### config.mk
export PLATFORM = sky130hd
export DESIGN_NAME = magic_length_frame_deframer
export DESIGN_NICKNAME = d
export VERILOG_FILES = /design/src/rtl/mlfd_pkg.sv /design/src/rtl/mlfd_ctrl.sv /design/src/rtl/mlfd_dp.sv /design/src/rtl/magic_length_frame_deframer.sv
export SDC_FILE = /design/constraint.sdc
export NUM_CORES = 1
export LEC_CHECK = 0
export BUFFER_PORTS_ARGS = -buffer_cell sky130_fd_sc_hd__buf_2
export CORE_ASPECT_RATIO = 0.75
export CORE_MARGIN = 8
export CORE_UTILIZATION = 30
export DETAILED_ROUTE_END_ITERATION = 8
export SLEW_MARGIN = 0
export SYNTH_ARGS = -nofsm -noshare
export SYNTH_HDL_FRONTEND = slang
export SYNTH_SLANG_ARGS = --single-unit
### constraint.sdc
create_clock -name clk -period 4.95 [get_ports clk]
set_clock_uncertainty 0.15 [all_clocks]
set_input_delay 0.99 -clock clk [delete_from_list [all_inputs] [get_ports clk]]
set_output_delay 0.99 -clock clk [all_outputs]
set_load 0.01 [all_outputs]
### src/rtl/mlfd_pkg.sv
// ----------------------------------------------------------------------------
// mlfd_pkg
// Shared types and constants of the magic/length frame deframer.
// ----------------------------------------------------------------------------
`default_nettype none

package mlfd_pkg;

    localparam int HEADER_BYTES = 10;
    localparam int POS_W        = 7;
    localparam int BYTE_W       = 8;
    localparam int CNT_W        = 32;
    localparam int TDATA_W      = 160;

    typedef logic [1:0] disc_op_t;
    localparam disc_op_t DISC_NONE = 2'd0;
    localparam disc_op_t DISC_ONE  = 2'd1;
    localparam disc_op_t DISC_TWO  = 2'd2;
    localparam disc_op_t DISC_HDR  = 2'd3;

    typedef logic [1:0] pos_op_t;
    localparam pos_op_t POS_HOLD = 2'd0;
    localparam pos_op_t POS_INC  = 2'd1;
    localparam pos_op_t POS_CLR  = 2'd2;

    typedef struct packed {
        pos_op_t  pos_op;
        disc_op_t disc_op;
        logic     rej_inc;
        logic     hdr_wr;
        logic     pay_wr;
        logic     run_clr;
        logic     run_inc;
        logic     load_out;
        logic     acc_inc;
    } mlfd_cmd_t;

    typedef struct packed {
        logic pos_zero;
        logic pos_one;
        logic in_hdr;
        logic hdr_end;
        logic pay_end;
        logic match1;
        logic match2;
        logic len_over;
        logic len_zero_new;
        logic run_last;
        logic out_free;
    } mlfd_stat_t;

endpackage

`default_nettype wire

### src/rtl/mlfd_ctrl.sv
// ----------------------------------------------------------------------------
// mlfd_ctrl
// Controller: decides what each received byte does and sequences the
// readout of a stored frame, a payload memory read then an output load per beat.
// ----------------------------------------------------------------------------
`default_nettype none

module mlfd_ctrl (
    input  wire logic               clk,
    input  wire logic               rst_n,
    input  wire logic               in_valid,
    output logic                    in_ready,
    input  wire mlfd_pkg::mlfd_stat_t stat,
    output mlfd_pkg::mlfd_cmd_t     cmd
);
    import mlfd_pkg::*;

    localparam logic [1:0] ST_RECV = 2'd0;
    localparam logic [1:0] ST_READ = 2'd1;
    localparam logic [1:0] ST_LOAD = 2'd2;

    logic [1:0] state_reg;
    logic [1:0] state_next;

    always_ff @(posedge clk or negedge rst_n)
    begin
        if (!rst_n)
        begin
            state_reg <= ST_RECV;
        end
        else
        begin
            state_reg <= state_next;
        end
    end

    always_comb
    begin
        cmd        = '0;
        cmd.pos_op  = POS_HOLD;
        cmd.disc_op = DISC_NONE;
        state_next = state_reg;
        in_ready   = 1'b0;
        unique case (state_reg)
            ST_RECV:
            begin
                in_ready = 1'b1;
                if (in_valid)
                begin
                    priority if (stat.pos_zero)
                    begin
                        if (stat.match1)
                            cmd.pos_op = POS_INC;
                        else
                            cmd.disc_op = DISC_ONE;
                    end
                    else if (stat.pos_one)
                    begin
                        // second magic wins when both magics are equal
                        priority if (stat.match2)
                            cmd.pos_op = POS_INC;
                        else if (stat.match1)
                            cmd.disc_op = DISC_ONE;
                        else
                        begin
                            cmd.disc_op = DISC_TWO;
                            cmd.pos_op  = POS_CLR;
                        end
                    end
                    else if (stat.in_hdr)
                    begin
                        cmd.hdr_wr = 1'b1;
                        priority if (stat.hdr_end && stat.len_over)
                        begin
                            cmd.rej_inc = 1'b1;
                            cmd.disc_op = DISC_HDR;
                            cmd.pos_op  = POS_CLR;
                        end
                        else if (stat.hdr_end && stat.len_zero_new)
                        begin
                            cmd.pos_op  = POS_CLR;
                            cmd.run_clr = 1'b1;
                            state_next  = ST_READ;
                        end
                        else
                            cmd.pos_op = POS_INC;
                    end
                    else
                    begin
                        cmd.pay_wr = 1'b1;
                        if (stat.pay_end)
                        begin
                            cmd.pos_op  = POS_CLR;
                            cmd.run_clr = 1'b1;
                            state_next  = ST_READ;
                        end
                        else
                            cmd.pos_op = POS_INC;
                    end
                end
            end
            ST_READ:
            begin
                // payload memory read data lands in the next cycle
                state_next = ST_LOAD;
            end
            ST_LOAD:
            begin
                if (stat.out_free)
                begin
                    cmd.load_out = 1'b1;
                    if (stat.run_last)
                    begin
                        cmd.acc_inc = 1'b1;
                        state_next  = ST_RECV;
                    end
                    else
                    begin
                        cmd.run_inc = 1'b1;
                        state_next  = ST_READ;
                    end
                end
            end
            default:
            begin
                state_next = ST_RECV;
            end
        endcase
    end

endmodule

`default_nettype wire

### src/rtl/mlfd_dp.sv
// ----------------------------------------------------------------------------
// mlfd_dp
// Datapath: magic registers, byte position, header and payload stores,
// wrapping counters and the output register.
// ----------------------------------------------------------------------------
`default_nettype none

module mlfd_dp #(
    parameter int MAX_PAYLOAD = 64
) (
    input  wire logic                               clk,
    input  wire logic                               rst_n,
    input  wire logic                               cfg_we,
    input  wire logic                               cfg_index,
    input  wire logic [mlfd_pkg::BYTE_W-1:0]        cfg_data,
    input  wire logic [mlfd_pkg::BYTE_W-1:0]        rx_byte,
    input  wire mlfd_pkg::mlfd_cmd_t                cmd,
    output mlfd_pkg::mlfd_stat_t                    stat,
    output logic                                    out_valid,
    input  wire logic                               out_ready,
    output logic [mlfd_pkg::TDATA_W-1:0]            out_data,
    output logic                                    out_last
);
    import mlfd_pkg::*;

    localparam int AW = (MAX_PAYLOAD > 1) ? $clog2(MAX_PAYLOAD) : 1;

    localparam logic CFG_FIRST  = 1'b0;
    localparam logic CFG_SECOND = 1'b1;

    logic [BYTE_W-1:0] first_magic_reg;
    logic [BYTE_W-1:0] second_magic_reg;
    logic [POS_W-1:0]  pos_reg;
    logic [POS_W-1:0]  pos_next;
    logic [BYTE_W-1:0] hdr_reg [8];
    logic [BYTE_W-1:0] pay_mem [MAX_PAYLOAD];
    logic [BYTE_W-1:0] rd_data_reg;
    logic [AW-1:0]     run_idx_reg;
    logic [CNT_W-1:0]  acc_cnt_reg;
    logic [CNT_W-1:0]  rej_cnt_reg;
    logic [CNT_W-1:0]  disc_cnt_reg;
    logic [CNT_W-1:0]  disc_add;
    logic              out_valid_reg;
    logic [TDATA_W-1:0] out_data_reg;
    logic              out_last_reg;

    logic [15:0]       len_new;
    logic [POS_W-1:0]  len7;
    logic [POS_W-1:0]  pay_off;
    logic [2:0]        hdr_idx;
    logic              run_last;

    // config registers
    always_ff @(posedge clk or negedge rst_n)
    begin
        if (!rst_n)
        begin
            first_magic_reg  <= 8'd165;
            second_magic_reg <= 8'd90;
        end
        else if (cfg_we)
        begin
            unique case (cfg_index)
                CFG_FIRST:  first_magic_reg  <= cfg_data;
                CFG_SECOND: second_magic_reg <= cfg_data;
                default:    first_magic_reg  <= first_magic_reg;
            endcase
        end
    end

    assign len_new  = {rx_byte, hdr_reg[6]};
    assign len7     = hdr_reg[6][POS_W-1:0];
    assign pay_off  = pos_reg - POS_W'(HEADER_BYTES);
    assign hdr_idx  = 3'(pos_reg - 7'd2);
    assign run_last = (len7 == '0) || ((POS_W'(run_idx_reg) + 7'd1) == len7);

    always_comb
    begin
        stat.pos_zero     = (pos_reg == 7'd0);
        stat.pos_one      = (pos_reg == 7'd1);
        stat.in_hdr       = (pos_reg < POS_W'(HEADER_BYTES));
        stat.hdr_end      = (pos_reg == POS_W'(HEADER_BYTES - 1));
        stat.pay_end      = ((pay_off + 7'd1) == len7);
        stat.match1       = (rx_byte == first_magic_reg);
        stat.match2       = (rx_byte == second_magic_reg);
        stat.len_over     = (len_new > 16'(MAX_PAYLOAD));
        stat.len_zero_new = (len_new == 16'd0);
        stat.run_last     = run_last;
        stat.out_free     = !out_valid_reg || out_ready;
    end

    always_comb
    begin
        unique case (cmd.pos_op)
            POS_INC: pos_next = pos_reg + 7'd1;
            POS_CLR: pos_next = '0;
            default: pos_next = pos_reg;
        endcase
    end

    always_comb
    begin
        unique case (cmd.disc_op)
            DISC_ONE: disc_add = 32'd1;
            DISC_TWO: disc_add = 32'd2;
            DISC_HDR: disc_add = CNT_W'(HEADER_BYTES);
            default:  disc_add = '0;
        endcase
    end

    always_ff @(posedge clk or negedge rst_n)
    begin
        if (!rst_n)
        begin
            pos_reg       <= '0;
            run_idx_reg   <= '0;
            acc_cnt_reg   <= '0;
            rej_cnt_reg   <= '0;
            disc_cnt_reg  <= '0;
            out_valid_reg <= 1'b0;
        end
        else
        begin
            pos_reg      <= pos_next;
            disc_cnt_reg <= disc_cnt_reg + disc_add;
            if (cmd.rej_inc)
                rej_cnt_reg <= rej_cnt_reg + 32'd1;
            if (cmd.acc_inc)
                acc_cnt_reg <= acc_cnt_reg + 32'd1;
            if (cmd.run_clr)
                run_idx_reg <= '0;
            else if (cmd.run_inc)
                run_idx_reg <= run_idx_reg + AW'(1);
            if (cmd.load_out)
                out_valid_reg <= 1'b1;
            else if (out_ready)
                out_valid_reg <= 1'b0;
        end
    end

    // header and payload stores, no reset
    always_ff @(posedge clk)
    begin
        if (cmd.hdr_wr)
            hdr_reg[hdr_idx] <= rx_byte;
    end

    always_ff @(posedge clk)
    begin
        if (cmd.pay_wr)
            pay_mem[pay_off[AW-1:0]] <= rx_byte;
        rd_data_reg <= pay_mem[run_idx_reg];
    end

    // output register: counter snapshots are stable for the whole run
    always_ff @(posedge clk)
    begin
        if (cmd.load_out)
        begin
            out_data_reg <= {1'b0,
                             disc_cnt_reg,
                             rej_cnt_reg,
                             acc_cnt_reg,
                             (len7 == '0) ? 8'd0 : rd_data_reg,
                             len7,
                             hdr_reg[5], hdr_reg[4],
                             hdr_reg[3], hdr_reg[2],
                             hdr_reg[1], hdr_reg[0]};
            out_last_reg <= run_last;
        end
    end

    assign out_valid = out_valid_reg;
    assign out_data  = out_data_reg;
    assign out_last  = out_last_reg;

endmodule

`default_nettype wire

### src/rtl/magic_length_frame_deframer.sv
// ----------------------------------------------------------------------------
// magic_length_frame_deframer
// Hunts for two magic bytes, collects a ten-byte header and a length-prefixed
// payload, and emits each good frame as a run of beats.
// ----------------------------------------------------------------------------
// usage:
//   s_* carries one received link byte per beat. m_* carries one beat per
//   payload byte (one beat for an empty payload); m_tlast marks the last
//   beat of a frame. cfg_we/cfg_index/cfg_data set the two magic values.
//   a byte is taken whenever s_tvalid is high while the block is receiving.
//   the byte that completes a frame starts the readout: each result beat
//   needs a payload memory read, then a load of the output register, and
//   s_tready stays low until the readout of the frame is done. m_tvalid
//   for the first beat rises once the read and load steps have followed
//   the edge that takes the final byte of the frame.
//   the output register lets a new byte be taken while the final beat of
//   the previous frame still waits on m_tready; a stalled receiver holds
//   the readout, and with it s_tready, until the register drains.
//   reset restores the magics to 0xa5 and 0x5a, clears the counters and
//   returns to hunting for the first magic; stores are not cleared.
// ----------------------------------------------------------------------------
`default_nettype none

module magic_length_frame_deframer #(
    parameter int MAX_PAYLOAD = 64
) (
    input  wire logic                           clk,
    input  wire logic                           rst_n,
    input  wire logic                           cfg_we,
    input  wire logic                           cfg_index,
    input  wire logic [mlfd_pkg::BYTE_W-1:0]    cfg_data,
    input  wire logic                           s_tvalid,
    output logic                                s_tready,
    input  wire logic [mlfd_pkg::BYTE_W-1:0]    s_tdata,   // rx_byte
    output logic                                m_tvalid,
    input  wire logic                           m_tready,
    // proto_major[7:0], proto_minor[15:8], frame_type[23:16],
    // frame_flags[31:24], sequence_number[47:32], body_length[54:48],
    // payload_byte[62:55], frames_accepted[94:63], headers_rejected[126:95],
    // bytes_discarded[158:127], zero[159]
    output logic [mlfd_pkg::TDATA_W-1:0]        m_tdata,
    output logic                                m_tlast    // last_of_frame
);
    import mlfd_pkg::*;

    mlfd_cmd_t  cmd;
    mlfd_stat_t stat;

    mlfd_ctrl u_ctrl (
        .clk      (clk),
        .rst_n    (rst_n),
        .in_valid (s_tvalid),
        .in_ready (s_tready),
        .stat     (stat),
        .cmd      (cmd)
    );

    mlfd_dp #(
        .MAX_PAYLOAD (MAX_PAYLOAD)
    ) u_dp (
        .clk       (clk),
        .rst_n     (rst_n),
        .cfg_we    (cfg_we),
        .cfg_index (cfg_index),
        .cfg_data  (cfg_data),
        .rx_byte   (s_tdata),
        .cmd       (cmd),
        .stat      (stat),
        .out_valid (m_tvalid),
        .out_ready (m_tready),
        .out_data  (m_tdata),
        .out_last  (m_tlast)
    );

    // a frame-ending byte always starts a readout that blocks input
    a_frame_end_stalls: assert property (@(posedge clk) disable iff (!rst_n)
        (cmd.run_clr && s_tvalid && s_tready) |=> !s_tready)
        else $error("input not stalled after frame end");

    // an empty payload is a single-beat run
    a_empty_is_last: assert property (@(posedge clk) disable iff (!rst_n)
        (m_tvalid && (m_tdata[54:48] == 7'd0)) |-> m_tlast)
        else $error("empty frame beat without tlast");

    // only lengths within the limit are delivered
    a_len_in_range: assert property (@(posedge clk) disable iff (!rst_n)
        m_tvalid |-> (m_tdata[54:48] <= 7'(MAX_PAYLOAD)))
        else $error("delivered payload length above limit");

    // readout never loads a beat while input is being taken
    a_no_overlap: assert property (@(posedge clk) disable iff (!rst_n)
        cmd.load_out |-> !s_tready)
        else $error("output load during receive");

endmodule

`default_nettype wire
==> results.env, run 1 <==
SYNTH.YOSYS.SEQ_AREA_SHARE_PCT=76.3
CRIT_CHAIN='or4_1, or3_1, a21oi_1, nor2_1, a31oi_1, nor2_1, ha_1, a21o_1, a31o_2, nand4_1, nor2_1, and4_1, nand4_1, xnor2_1'
WORST_SLEW_MARGIN_RELATIVE_TO_ITS_LIMIT_PCT=16.6
FLOORPLAN.INITIALDENSITY_PCT=30.2
CRITICAL_PATH_START_END_CLASSIFICATION='flop to flop'
POWER_LEAKAGE_nW=13.4
POSTSYNTHCELLCOUNT=1684
PLACEDINSTANCEAREA_UM2=35900
CLK-INSERTION-DELAY-LATE_NS=0.63
NETLIST_AREA_UM2=33100
GRT_PASS1_WL_UM=116000
LARGEST_NET_DEGREE_AT_THE_START_OF_GLOBAL_ROUTING=120
CTS.REPAIR_TIMING.SETUP_BUFFER_COUNT=0
SUM_OF_BUFFERS_AND_INVERTERS_ON_THE_CRITICAL_PATH=0
CP_DATA_REQUIRED_TIME_NS=5.31
FIRST_GLOBAL_VIAS=17000
CTS_MADE_BUFFERS=82
IO-PIN-COUNT=185
WORSTHOLDPATHTYPE='flop to flop'
POST_SYNTHESIS_ADDER_CELL_AREA_FRACTION_PCT=0.658
NUMBER_OF_SLEW_LIMIT_VIOLATIONS_IN_THE_FINAL_REPORT=0
SYNTHDISTINCTLIBCELLS=62
TOTALWIRELENGTH_UM=78100
POST_SYNTH_MOST_FREQUENT_CELLS='sky130_fd_sc_hd__edfxtp_1, sky130_fd_sc_hd__mux4_2, sky130_fd_sc_hd__dfrtp_1'
SYNTH_XOR_XNOR_AREA_SHARE_PCT=3.60
CTS_HOLD_BUF=0
WORSTSETUPSTARTPOINTTYPE='flop'
ROUTED_WIRE_LENGTH_PER_INSTANCE_UM=22.7
FINAL_LAYOUT_SIZE_SUFFIX_GT1_SHARE_PCT=27.7
DESIGN_AREA_UM2=38600
SYNTH_AREA_PER_CELL_UM2=19.6
VIAS_PER_CELL=4.79
FINAL_CORE_UTILIZATION_PCT=35.2
LARGEST_REGISTER_FFS=512
GRT_ANTENNA_BEFORE_REPAIR=15
POST_CTS_RESIZED=0
SYNTH_COMPOUND_AREA_SHARE_PCT=1.17
TIMING.FINAL.HOLD_VIOLATIONS=0
SYNTH-EDFF-COUNT=728
SETUP.WORST_PATH.END_CLASS='flop'
RESULT_OF_THE_RUN='finished, final reports clean'
NUM_ROWS=105
SYNTHMUXAREASHARE_PCT=12.1
HTREE_NUM_LEVELS=3
FINAL-SETUP-VIOL-COUNT=0
CRITPATHTOPFAMILY='simple AND/OR/NAND/NOR gates'
DRT_FIRST_PASS_ITERS=5
FINAL.MIN_CLOCK_PERIOD_NS=4.13
FLOORPLAN.DIE_AREA_UM2=121000
ROUTE.DETAILED.DRC=0
N_FILL_CELL=10100
DRT_FIRST_ITER_VIOLATIONS=1703
GPL.FINAL_WEIGHTED_CONGESTION=0.795
VIA_COUNT=16500
CRITPATHMAXFANOUT=4
POWER_DENSITY_nW_PER_UM2=455
AREA.SEQUENTIAL_UM2=25200
WORST-SLEW-PIN-TRANSITION_NS=1.25
SYN_TO_FINAL_GROWTH_PCT=16.6
FIN_TNS_SETUP_NS=0
YOSYSTOPAREACELL='sky130_fd_sc_hd__edfxtp_1'
TRITONCTS_CLOCK_TREE='done'
YOSYS_WARNINGS=0
CLOCK-ROOT-BUFFER='sky130_fd_sc_hd__clkbuf_16'
TIMING.CRITICAL_PATH.MODE_CELL='sky130_fd_sc_hd__nor2_1'
POST-ROUTE-PERIOD-UTIL_PCT=83.3
CLK_PATH_BUF_DEPTH=3
GLOBAL_ROUTE.USAGE.TOTAL_PCT=12.6
POST_SYNTHESIS_SHARE_OF_CELL_AREA_SPENT_ON_AND_OR_NAND_AND_NOR_GATES_PCT=5.20
FMAXACHIEVABLE_MHz=242
CRITICAL_PATH.SLOWEST_CELL='sky130_fd_sc_hd__or4_1'
CTS.REPORTEDPATHS.CLKPINSLEW_NS=0.06
DIE_W_UM=399
GLOBALROUTEOVERFLOWTOTAL=0
SYNTH.NET_COUNT=1722
CORE_AREA_UM2=109000
DIE_HEIGHT_UM=304
IR_WORST_VDD_V=0.000270
PREVAILING_POST_SYNTH_REGISTER_CELL='sky130_fd_sc_hd__edfxtp_1'
FINAL_NETS=1964
WORSTPATHARRIVAL_NS=4.49
MAXCAPVIOLATIONS=0
CPPEAKSTAGEDELAY_NS=0.62
POST_SYNTH_MAIN_AREA_CONTRIBUTORS='sky130_fd_sc_hd__edfxtp_1, sky130_fd_sc_hd__mux4_2, sky130_fd_sc_hd__dfrtp_1, sky130_fd_sc_hd__xnor2_1, sky130_fd_sc_hd__nor2_1'
PLACE.PORT_BUFFERS=183
ASYNCSETRESETFLOPFRACSYNTH_PCT=14.8
RSZ0062_AT_GRT='false'
NUMBER_OF_SINKS_HANDLED_BY_CLOCK_TREE_SYNTHESIS=864
SYNTH.TOP_CELL.AREA_SHARE_PCT=66.1
ANTENNA_VIOLATING_NETS_POST_ROUTE=0
MULTI_INPUT_AREA_UM2=7520
SYNTHMOSTINSTANTIATEDCELL='sky130_fd_sc_hd__edfxtp_1'
DP.FINAL_HPWL_UM=51500
MAIN_COMBINATIONAL_CELL_FAMILY_BY_AREA_AFTER_SYNTHESIS='multiplexers'
SYNTH-SEQ-CELLS=864
-- cells in the final DEF, fill, tap and decap left out, drive strengths merged, types with 7 or more instances in the layout --
cell type	instances
dfrtp	120
nand2	58
and2	18
and3	17
nand3	40
bufinv	7
buf	221
xor2	48
ha	15
dfstp	8
mux2	18
nand4	27
o21ai	13
inv	16
nor3	17
o31ai	7
and4	11
xnor2	87
nor2	115
diode	8
a21oi	9
nand2b	11
nor4	7
edfxtp	728
mux4	168
clkinv	33
a22oi	7
clkbuf	107
dfxtp	8
-- path summary, 6_finish.rpt --
path | start | end | slack, ns | depth (start not counted)
min in group asynchronous | rst_n | u_dp.rej_cnt_reg[29] | 0.32 | 1
max in group asynchronous | rst_n | u_dp.disc_cnt_reg[9] | 3.26 | 3
hold reg to reg | u_dp.hdr_reg[2][5] | m_tdata[21] | 0.26 | 0
hold / removal | u_dp.hdr_reg[2][5] | m_tdata[21] | 0.26 | 0
setup / recovery | u_dp.hdr_reg[6][1] | u_dp.disc_cnt_reg[31] | 0.82 | 14
setup reg to reg | u_dp.hdr_reg[6][1] | u_dp.disc_cnt_reg[31] | 0.82 | 14
-- metrics by stage --
stage	cells	hold WS, ns	setup slack (ns)	total power [mW]
6_report	3445	0.264	0.824	17.6
4_1_cts	3437	0.266	0.855	17.7
3_3_place_gp	3286	0.256	0.655	11.4
5_1_grt	3439	0.266	0.611	18.2
3_5_place_dp	3286	0.255	0.608	11.4
2_1_floorplan	1684	0.250	0.145	10.5
-- report_power, final --
group	internal, mW	switching, mW
registers	8.14	0.241
logic	1.32	1.60
clock network	3.59	2.66
-- routing by layer --
metal	vias up	global-route usage, %	routed length (um)
met3	106	4.39	7360
met2	554	19.1	36000
li1	7121	-	-
met4	2	3.08	1550
met5	-	0	20
met1	8735	17.4	33200
-- area by class of cell --
class	count	share of cell area, %
antenna	8	0.0519
clock buffer	107	5.86
clock inverter	44	1.06
multi-input combinational	740	19.5
inverter	17	0.175
sequential	864	65.5
timing repair buffer	221	3.22
tap	1444	4.69
-- worst reg2reg max path: stages, from the launching register on --
cell	delay (ns)
sky130_fd_sc_hd__edfxtp_1	0.52
sky130_fd_sc_hd__or4_1	0.62
sky130_fd_sc_hd__or3_1	0.35
sky130_fd_sc_hd__a21oi_1	0.21
sky130_fd_sc_hd__nor2_1	0.07
sky130_fd_sc_hd__a31oi_1	0.23
sky130_fd_sc_hd__nor2_1	0.12
sky130_fd_sc_hd__ha_1	0.33
sky130_fd_sc_hd__a21o_1	0.13
sky130_fd_sc_hd__a31o_2	0.20
sky130_fd_sc_hd__nand4_1	0.24
sky130_fd_sc_hd__nor2_1	0.29
sky130_fd_sc_hd__and4_1	0.30
sky130_fd_sc_hd__nand4_1	0.13
sky130_fd_sc_hd__xnor2_1	0.15
-- kinds of logic after synthesis --
kind of cell,count (synthesis)
mux,187
other cells,1
flops,864
buf+inv,80
simple gates,345
compound gates,55
xor+xnor,135
fa+ha+maj,17
No activity file was read; power rests on OpenSTA's default activity.
==> run 2, diff against run 1 <==
- ABC_AREA: default -> 1
- clock period: 4.95 -> 4 ns (I/O delays scaled with it)
==> run 2 against run 1 <==
Clock power increased by 30%. Register-to-register slack got worse by 0.42 ns. Cell area increased by 7.4%. Utilization increased by 0.48 points. Critical path type unchanged.
==> results.env, run 2 <==
POSTSYNTHCELLCOUNT=2966  # was 1684
WORST-SLEW-PIN-TRANSITION_NS=0.974  # was 1.25 ns
FINALWORSTSETUPSLACK_NS=0.402  # was 0.824 ns
TOTALWIRELENGTH_UM=94800  # was 78100 um
FIRST_GLOBAL_VIAS=21900  # was 17.0k
CLK_PATH_BUF_DEPTH=3  # unchanged
SYNTH-EDFF-COUNT=728  # unchanged
GLOBALROUTEOVERFLOWTOTAL=0  # unchanged
DRT_FIRST_PASS_ITERS=7  # was 5
NUMBER_OF_SINKS_HANDLED_BY_CLOCK_TREE_SYNTHESIS=864  # unchanged
CTS.REPORTEDPATHS.CLKPINSLEW_NS=0.07  # was 0.06 ns
FINAL_NETS=3281  # was 1964
SYN_TO_FINAL_GROWTH_PCT=18.0  # was 16.6%
GPL.FINAL_WEIGHTED_CONGESTION=0.856  # was 0.795
SYNTHDISTINCTLIBCELLS=42  # was 62
IR_WORST_VDD_V=0.000405  # was 0.000270 V
FLOORPLAN.INITIALDENSITY_PCT=30.3  # was 30.2%
SYNTH.NET_COUNT=3004  # was 1722
FINAL-SETUP-VIOL-COUNT=0  # unchanged
HTREE_NUM_LEVELS=3  # unchanged
ROUTE.DETAILED.DRC=0  # unchanged
GLOBAL_ROUTE.USAGE.TOTAL_PCT=14.3  # was 12.6%
CLOCK-ROOT-BUFFER='sky130_fd_sc_hd__clkbuf_16'  # unchanged
PREVAILING_POST_SYNTH_REGISTER_CELL='sky130_fd_sc_hd__edfxtp_1'  # unchanged
MAXCAPVIOLATIONS=0  # unchanged
SYNTH_AREA_PER_CELL_UM2=11.8  # was 19.6 um^2
FMAXACHIEVABLE_MHz=278  # was 242 MHz
MOSTFREQUENTLAYOUTCELLS='sky130_fd_sc_hd__edfxtp_1, sky130_fd_sc_hd__nand2_1, sky130_fd_sc_hd__nor2_1, sky130_fd_sc_hd__o21ai_0, sky130_fd_sc_hd__buf_2'  # was sky130_fd_sc_hd__edfxtp_1, sky130_fd_sc_hd__buf_2, sky130_fd_sc_hd__mux4_2, sky130_fd_sc_hd__dfrtp_1, sky130_fd_sc_hd__nor2_1
CPPEAKSTAGEDELAY_NS=0.43  # was 0.62 ns
FIN_TNS_SETUP_NS=0  # unchanged
PLACE_WORST_SETUP_SLACK_NS=0.126  # was 0.608 ns
CTS_MADE_BUFFERS=83  # was 82
SYNTH.TOP_CELL.AREA_SHARE_PCT=62.3  # was 66.1%
ANTENNA_VIOLATING_NETS_POST_ROUTE=0  # unchanged
FLOORPLAN.DIE_AREA_UM2=128000  # was 121000 um^2
POST_SYNTH_MOST_FREQUENT_CELLS='sky130_fd_sc_hd__edfxtp_1, sky130_fd_sc_hd__nand2_1, sky130_fd_sc_hd__nor2_1'  # was sky130_fd_sc_hd__edfxtp_1, sky130_fd_sc_hd__mux4_2, sky130_fd_sc_hd__dfrtp_1
SYNTH.YOSYS.SEQ_AREA_SHARE_PCT=71.9  # was 76.3%
FINAL_CORE_UTILIZATION_PCT=35.7  # was 35.2%
POST-LAYOUT-TOTAL-POWER_mW=26.5  # was 17.6 mW
ROUTED_WIRE_LENGTH_PER_INSTANCE_UM=19.5  # was 22.7 um
CRIT_CHAIN='inv_2, ha_1, inv_1, nor2_1, inv_1, nor2_1, nor2_2, inv_2, o21ai_0, inv_1, nor2_1, nor2_1, ha_1, fa_1, nand3_1, nand2_1, nand2_1, nor2_2, nand2_1, nor2_2, nand4_1, buf_4, xnor2_1'  # was or4_1, or3_1, a21oi_1, nor2_1, a31oi_1, nor2_1, ha_1, a21o_1, a31o_2, nand4_1, nor2_1, and4_1, nand4_1, xnor2_1
VIAS_PER_CELL=4.76  # was 4.79
DIE_W_UM=411  # was 399 um
NUM_ROWS=108  # was 105
DP.FINAL_HPWL_UM=61100  # was 51500 um
CRITPATHTOPFAMILY='simple AND/OR/NAND/NOR gates'  # unchanged
TIMING.CRITICAL_PATH.MODE_CELL='sky130_fd_sc_hd__nor2_1'  # unchanged
CP_DATA_REQUIRED_TIME_NS=4.39  # was 5.31 ns
YOSYSTOPAREACELL='sky130_fd_sc_hd__edfxtp_1'  # unchanged
TRITONCTS_CLOCK_TREE='done'  # unchanged
CTS.REPAIR_TIMING.SETUP_BUFFER_COUNT=0  # unchanged
DIE_HEIGHT_UM=312  # was 304 um
SYNTH-SEQ-CELLS=864  # unchanged
WORSTHOLDPATHTYPE='primary input to flop'  # was flop to flop
CRITPATHMAXFANOUT=7  # was 4
POWER_DENSITY_nW_PER_UM2=641  # was 455 nW/um^2
RSZ0062_AT_GRT='false'  # unchanged
GRT_ANTENNA_BEFORE_REPAIR=7  # was 15
RESULT_OF_THE_RUN='finished, final reports clean'  # unchanged
WORSTPATHARRIVAL_NS=3.99  # was 4.49 ns
FINAL_COMMON_CELL='sky130_fd_sc_hd__edfxtp_1'  # unchanged
WORST_SLEW_MARGIN_RELATIVE_TO_ITS_LIMIT_PCT=35.0  # was 16.6%
POST_SYNTH_MAIN_AREA_CONTRIBUTORS='sky130_fd_sc_hd__edfxtp_1, sky130_fd_sc_hd__dfrtp_1, sky130_fd_sc_hd__nand2_1, sky130_fd_sc_hd__nor2_1, sky130_fd_sc_hd__o21ai_0'  # was sky130_fd_sc_hd__edfxtp_1, sky130_fd_sc_hd__mux4_2, sky130_fd_sc_hd__dfrtp_1, sky130_fd_sc_hd__xnor2_1, sky130_fd_sc_hd__nor2_1
DRT_FIRST_ITER_VIOLATIONS=2707  # was 1703
GRT_PASS1_WL_UM=142000  # was 116000 um
IO-PIN-COUNT=185  # unchanged
FINAL_LAYOUT_SIZE_SUFFIX_GT1_SHARE_PCT=14.9  # was 27.7%
YOSYS_WARNINGS=0  # unchanged
ASYNCSETRESETFLOPFRACSYNTH_PCT=14.8  # unchanged
SUM_OF_BUFFERS_AND_INVERTERS_ON_THE_CRITICAL_PATH=6  # was 0
LARGEST_REGISTER_FFS=512  # unchanged
PLACE.PORT_BUFFERS=183  # unchanged
POWER_LEAKAGE_nW=15.1  # was 13.4 nW
CRITICAL_PATH_START_END_CLASSIFICATION='flop to flop'  # unchanged
CLK-INSERTION-DELAY-LATE_NS=0.67  # was 0.63 ns
FINAL.MIN_CLOCK_PERIOD_NS=3.60  # was 4.13 ns
SYNTHMOSTINSTANTIATEDCELL='sky130_fd_sc_hd__edfxtp_1'  # unchanged
WORSTSETUPSTARTPOINTTYPE='flop'  # unchanged
SETUP.WORST_PATH.END_CLASS='flop'  # unchanged
TIMING.FINAL.HOLD_VIOLATIONS=0  # unchanged
POST-ROUTE-PERIOD-UTIL_PCT=90.0  # was 83.3%
VIA_COUNT=23100  # was 16.5k
CORE_AREA_UM2=116000  # was 109000 um^2
NETLIST_AREA_UM2=35100  # was 33100 um^2
LARGEST_NET_DEGREE_AT_THE_START_OF_GLOBAL_ROUTING=98  # was 120
CRITICAL_PATH.SLOWEST_CELL='sky130_fd_sc_hd__dfrtp_1'  # was sky130_fd_sc_hd__or4_1
NUMBER_OF_SLEW_LIMIT_VIOLATIONS_IN_THE_FINAL_REPORT=0  # unchanged
## run 2: layer usage
layer	vias to the layer above	global-route usage [%]	share of wire, %
li1	10900	-	-
met1	11200	21.3	47
met2	848	20.4	42
met3	128	4.22	9.1
met4	0	3.44	2.0
met5	-	0	0
## run 2: cell type report
class                           instances  area (um^2)
Inverter                              161          611
Antenna cell                            4         10.0
Fill cell                           11300        74500
Sequential cell                       864        25200
Tap cell                             1540         1930
Multi-Input combinational cell       1813         8690
Clock inverter                         53          648
Clock buffer                          103         2200
Timing Repair Buffer                  320         2070
## run 2: worst register-to-register path, stage by stage (launching register included)
cell                      delay (ns)
sky130_fd_sc_hd__dfrtp_1        0.43
sky130_fd_sc_hd__inv_2          0.15
sky130_fd_sc_hd__ha_1           0.19
sky130_fd_sc_hd__inv_1          0.07
sky130_fd_sc_hd__nor2_1         0.12
sky130_fd_sc_hd__inv_1          0.11
sky130_fd_sc_hd__nor2_1         0.21
sky130_fd_sc_hd__nor2_2         0.09
sky130_fd_sc_hd__inv_2          0.13
sky130_fd_sc_hd__o21ai_0        0.14
sky130_fd_sc_hd__inv_1          0.08
sky130_fd_sc_hd__nor2_1         0.05
sky130_fd_sc_hd__nor2_1         0.11
sky130_fd_sc_hd__ha_1           0.19
sky130_fd_sc_hd__fa_1           0.23
sky130_fd_sc_hd__nand3_1        0.08
sky130_fd_sc_hd__nand2_1        0.10
sky130_fd_sc_hd__nand2_1        0.11
sky130_fd_sc_hd__nor2_2         0.12
sky130_fd_sc_hd__nand2_1        0.12
sky130_fd_sc_hd__nor2_2         0.15
sky130_fd_sc_hd__nand4_1        0.12
sky130_fd_sc_hd__buf_4          0.17
sky130_fd_sc_hd__xnor2_1        0.11
## run 2: cells by family after synthesis
family | synth area share, %
other | 0.0107
adder cells (fa/ha/maj) | 0.592
AO/OA/AOI/OAI | 7.55
buffers and inverters | 3.37
flip-flops | 71.9
AND/OR/NAND/NOR | 14.1
XOR/XNOR | 2.52
## run 2: what timing repair did
item,CTS,global route
gates resized for setup,0,2
hold buffers,1,0
setup endpoints to repair,0,7
endpoints found under the hold margin,3,0
## run 2: worst paths after layout
| path | startpoint | to | slack [ns] | cells after the start |
|---|---|---|---|---|
| worst min register to register | u_dp.hdr_reg[5][6] | m_tdata[46] | 0.27 | 0 |
| worst min-delay path | s_tdata[4] | u_dp.pay_mem[32][4] | 0.24 | 1 |
| min in group asynchronous | rst_n | u_dp.acc_cnt_reg[23] | 0.57 | 2 |
| max in group asynchronous | rst_n | u_dp.second_magic_reg[4] | 2.23 | 3 |
| worst max-delay path | u_dp.pos_reg[1] | u_dp.disc_cnt_reg[28] | 0.40 | 23 |
| worst max register to register | u_dp.pos_reg[1] | u_dp.disc_cnt_reg[28] | 0.40 | 23 |
## run 2: power by group
group	switching, mW	internal (mW)
logic	5.25	2.02
clock network	3.54	4.58
registers	0.423	10.7
total	9.21	17.3
## run 2: metrics by stage
step,hold slack (ns),instance area (um^2),std cells
final,0.241,41400,4858
after global routing,0.213,41400,4856
after CTS,0.218,41400,4854
after detailed placement,0.255,38500,4697
after global placement,0.252,38500,4697
after floorplan,0.250,35100,2966
==> run 3, diff against run 2 <==
- clock period: 4 -> 4.6 ns (I/O delays scaled with it)
==> run 3 against run 2 <==
Cell count fell by 0.70%. Sequential share of layout area up 0.71 points. Utilization is 0.41 points lower. Largest cell class unchanged. Critical path type unchanged.
==> results.env, run 3 (synthesized netlist as in run 2, its figures left out) <==
LARGEST_NET_DEGREE_AT_THE_START_OF_GLOBAL_ROUTING=112  # was 98
CTS.REPORTEDPATHS.CLKPINSLEW_NS=0.07  # about the same
FIN_TNS_SETUP_NS=0  # unchanged
WORST_REG2REG_PATH_ENDPOINT='u_dp.disc_cnt_reg[30]'  # was u_dp.disc_cnt_reg[28]
CRITPATHMAXFANOUT=31  # was 7
POST-ROUTE-PERIOD-UTIL_PCT=86.1  # was 90.0%
GRT_PASS1_WL_UM=143000  # was 142000 um
SETUP.WORST_PATH.END_CLASS='flop'  # unchanged
CRIT_CHAIN='inv_1, ha_1, inv_1, nand2_2, inv_1, nor2_2, nand3_2, nor2_4, ha_1, nand3_1, nand2_1, nand2_1, nor2_2, nand2_1, nor2_2, nand4_1, nor2_1, xor2_1'  # was inv_2, ha_1, inv_1, nor2_1, inv_1, nor2_1, nor2_2, inv_2, o21ai_0, inv_1, nor2_1, nor2_1, ha_1, fa_1, nand3_1, nand2_1, nand2_1, nor2_2, nand2_1, nor2_2, nand4_1, buf_4, xnor2_1
FINAL_LAYOUT_SIZE_SUFFIX_GT1_SHARE_PCT=13.6  # was 14.9%
CLKPWRFRAC_PCT=29.3  # was 30.6%
DRT_FIRST_ITER_VIOLATIONS=2593  # was 2707
FMAXACHIEVABLE_MHz=253  # was 278 MHz
DRT_FIRST_PASS_ITERS=5  # was 7
GLOBAL_ROUTE.USAGE.TOTAL_PCT=14.4  # was 14.3%
CP_DATA_REQUIRED_TIME_NS=5.02  # was 4.39 ns
FLOORPLAN.DIE_AREA_UM2=128000  # unchanged
FINAL.MIN_CLOCK_PERIOD_NS=3.96  # was 3.60 ns
SEQ_POWER_SHARE_PCT=42.6  # was 42.0%
POWER_DENSITY_nW_PER_UM2=554  # was 641 nW/um^2
DPL.CELL_COUNT=4672  # was 4697
GRT_ANTENNA_BEFORE_REPAIR=6  # was 7
HTREE_NUM_LEVELS=3  # unchanged
POST_CTS_RESIZED=0  # unchanged
CTS.REPAIR_TIMING.SETUP_BUFFER_COUNT=0  # unchanged
IO-PIN-COUNT=185  # unchanged
CRITICAL_PATH_START_END_CLASSIFICATION='flop to flop'  # unchanged
CORE_AREA_UM2=116000  # unchanged
CELLINTERNALPOWER_mW=14.8  # was 17.3 mW
ROUTE.DETAILED.DRC=0  # unchanged
FINAL_COMMON_CELL='sky130_fd_sc_hd__edfxtp_1'  # unchanged
FLOORPLAN.INITIALDENSITY_PCT=30.3  # unchanged
DIE_HEIGHT_UM=312  # unchanged
CTS_MADE_BUFFERS=82  # was 83
PLACE.PORT_BUFFERS=183  # unchanged
CRITPATHTOPFAMILY='simple AND/OR/NAND/NOR gates'  # unchanged
WORST_SLEW_MARGIN_RELATIVE_TO_ITS_LIMIT_PCT=22.2  # was 35.0%
SWITCHING_POWER_SHARE_OF_THE_TOTAL_PCT=34.7  # about the same
CRITICAL_PATH.SLOWEST_CELL='sky130_fd_sc_hd__nor2_4'  # was sky130_fd_sc_hd__dfrtp_1
MAXCAPVIOLATIONS=0  # unchanged
MOSTFREQUENTLAYOUTCELLS='sky130_fd_sc_hd__edfxtp_1, sky130_fd_sc_hd__nand2_1, sky130_fd_sc_hd__nor2_1, sky130_fd_sc_hd__o21ai_0, sky130_fd_sc_hd__buf_2'  # unchanged
DP.FINAL_HPWL_UM=61300  # was 61100 um
GLOBALROUTEOVERFLOWTOTAL=0  # unchanged
WORSTPATHARRIVAL_NS=4.38  # was 3.99 ns
ANTENNA_VIOLATING_NETS_POST_ROUTE=0  # unchanged
GPL.FINAL_WEIGHTED_CONGESTION=0.911  # was 0.856
WORST-SLEW-PIN-TRANSITION_NS=1.16  # was 0.974 ns
IR_WORST_VDD_V=0.000296  # was 0.000405 V
P_SWITCHING_mW=7.86  # was 9.21 mW
RR_STARTPOINT='u_dp.pos_reg[2]'  # was u_dp.pos_reg[1]
NUMBER_OF_SLEW_LIMIT_VIOLATIONS_IN_THE_FINAL_REPORT=0  # unchanged
FIRST_GLOBAL_VIAS=21900  # about the same
CLK-INSERTION-DELAY-LATE_NS=0.66  # was 0.67 ns
ROUTED_WIRE_LENGTH_PER_INSTANCE_UM=19.8  # was 19.5 um
FINISH.CELL_COUNT_WITHOUT_FILLERS=4824  # was 4858
SYN_TO_FINAL_GROWTH_PCT=16.6  # was 18.0%
RESULT_OF_THE_RUN='finished, final reports clean'  # unchanged
VIAS_PER_CELL=4.81  # was 4.76
WORSTSETUPSTARTPOINTTYPE='flop'  # unchanged
RSZ0062_AT_GRT='false'  # unchanged
POWER_LEAKAGE_nW=14.8  # was 15.1 nW
DIE_W_UM=411  # unchanged
FINAL-SETUP-VIOL-COUNT=0  # unchanged
FF2FF_PATH_DEPTH=18  # was 23
COMB_POWER_SHARE_PCT=28.1  # was 27.4%
CLK_PATH_BUF_DEPTH=3  # unchanged
CPPEAKSTAGEDELAY_NS=0.59  # was 0.43 ns
CLOCK-ROOT-BUFFER='sky130_fd_sc_hd__clkbuf_16'  # unchanged
POST-LAYOUT-TOTAL-POWER_mW=22.7  # was 26.5 mW
N_FILL_CELL=11400  # was 11.3k
TRITONCTS_CLOCK_TREE='done'  # unchanged
NUMBER_OF_SINKS_HANDLED_BY_CLOCK_TREE_SYNTHESIS=864  # unchanged
WORSTHOLDPATHTYPE='primary input to asynchronous set/reset pin'  # was primary input to flop
REG2REG_SETUP_SLACK_NS=0.64  # was 0.40 ns
TIMING.FINAL.HOLD_VIOLATIONS=0  # unchanged
NUM_ROWS=108  # unchanged
CTS_HOLD_BUF=0  # was 1
FINAL_NETS=3254  # was 3281
SUM_OF_BUFFERS_AND_INVERTERS_ON_THE_CRITICAL_PATH=3  # was 6
VIA_COUNT=23200  # was 23.1k
LARGEST_REGISTER_FFS=512  # unchanged
TOTALWIRELENGTH_UM=95500  # was 94800 um
[run 3: changes by cell type in the layout (fill, tap and decap cells not counted), moves of 3 or more]
| cell | previous run | this run |
|---|---|---|
| sky130_fd_sc_hd__clkinv_2 | 19 | 12 |
| sky130_fd_sc_hd__clkinvlp_4 | 5 | 1 |
| sky130_fd_sc_hd__bufinv_16 | 9 | 6 |
| sky130_fd_sc_hd__clkinv_1 | 11 | 15 |
| sky130_fd_sc_hd__clkbuf_1 | 15 | 25 |
| sky130_fd_sc_hd__clkinv_16 | 5 | 0 |
| sky130_fd_sc_hd__buf_4 | 136 | 110 |
[run 3: power groups by stage]
| stage | combinational, mW | sequential (mW) | clock (mW) |
|---|---|---|---|
| finish | 6.37 | 9.64 | 6.65 |
| floorplan | 3.73 | 9.86 | 0 |
| detailed placement | 6.31 | 9.81 | 0 |
| global route | 7.00 | 9.71 | 7.07 |
| global placement | 6.29 | 9.80 | 0 |
| CTS | 6.33 | 9.65 | 6.78 |
[run 3: how the worst max path moves through the flow]
stage                          startpoint                     to  depth (start not counted)
final                     u_dp.pos_reg[2]  u_dp.disc_cnt_reg[30]                         18
after global routing      u_dp.pos_reg[2]  u_dp.disc_cnt_reg[30]                         18
after CTS                 u_dp.pos_reg[2]  u_dp.disc_cnt_reg[30]                         18
after detailed placement       s_tdata[7]  u_dp.disc_cnt_reg[30]                         22
after global placement         s_tdata[7]  u_dp.disc_cnt_reg[30]                         22
after floorplan                  m_tready    u_dp.acc_cnt_reg[2]                          6
[run 3: routing by layer]
metal / up-vias / share of wire (%) / global-route usage, %
li1: 10900 / - / -
met1: 11200 / 46 / 21.5
met2: 930 / 41 / 20.2
met3: 149 / 9.9 / 4.20
met4: 0 / 2.4 / 3.69
met5: - / 0 / 0
[run 3: final cells by class]
| type | count | area (um^2) | area share (%) |
|---|---|---|---|
| repair buffers | 294 | 1860 | 4.54 |
| flip-flops and latches | 864 | 25200 | 61.7 |
| clock buffers | 112 | 2230 | 5.44 |
| clock inverters | 38 | 370 | 0.905 |
| inverters | 161 | 609 | 1.49 |
| multi-input cells | 1813 | 8690 | 21.2 |
| well taps | 1540 | 1930 | 4.71 |
| diodes | 2 | 5.00 | 0.0122 |
[run 3: worst reg2reg max path, delay by kind of cell (launching register included)]
| family | cells | cell delay, ns |
|---|---|---|
| xor gates and xnor gates | 1 | 0.15 |
| adders and majority gates | 2 | 0.51 |
| buffers and inverters | 3 | 0.29 |
| DFF | 1 | 0.46 |
| and+or+nand+nor | 12 | 2.33 |
[run 3: per-stage QoR]
stage               worst slack, ns  hold WS, ns  util [%]  cell area, um^2
global route                  0.286        0.224      35.3            40900
CTS                           0.659        0.209      35.3            40900
floorplan                     0.450        0.250         -            35100
detailed placement            0.293        0.255      33.1            38300
global placement              0.342        0.252      33.1            38300
finish                        0.641        0.176      35.3            40900
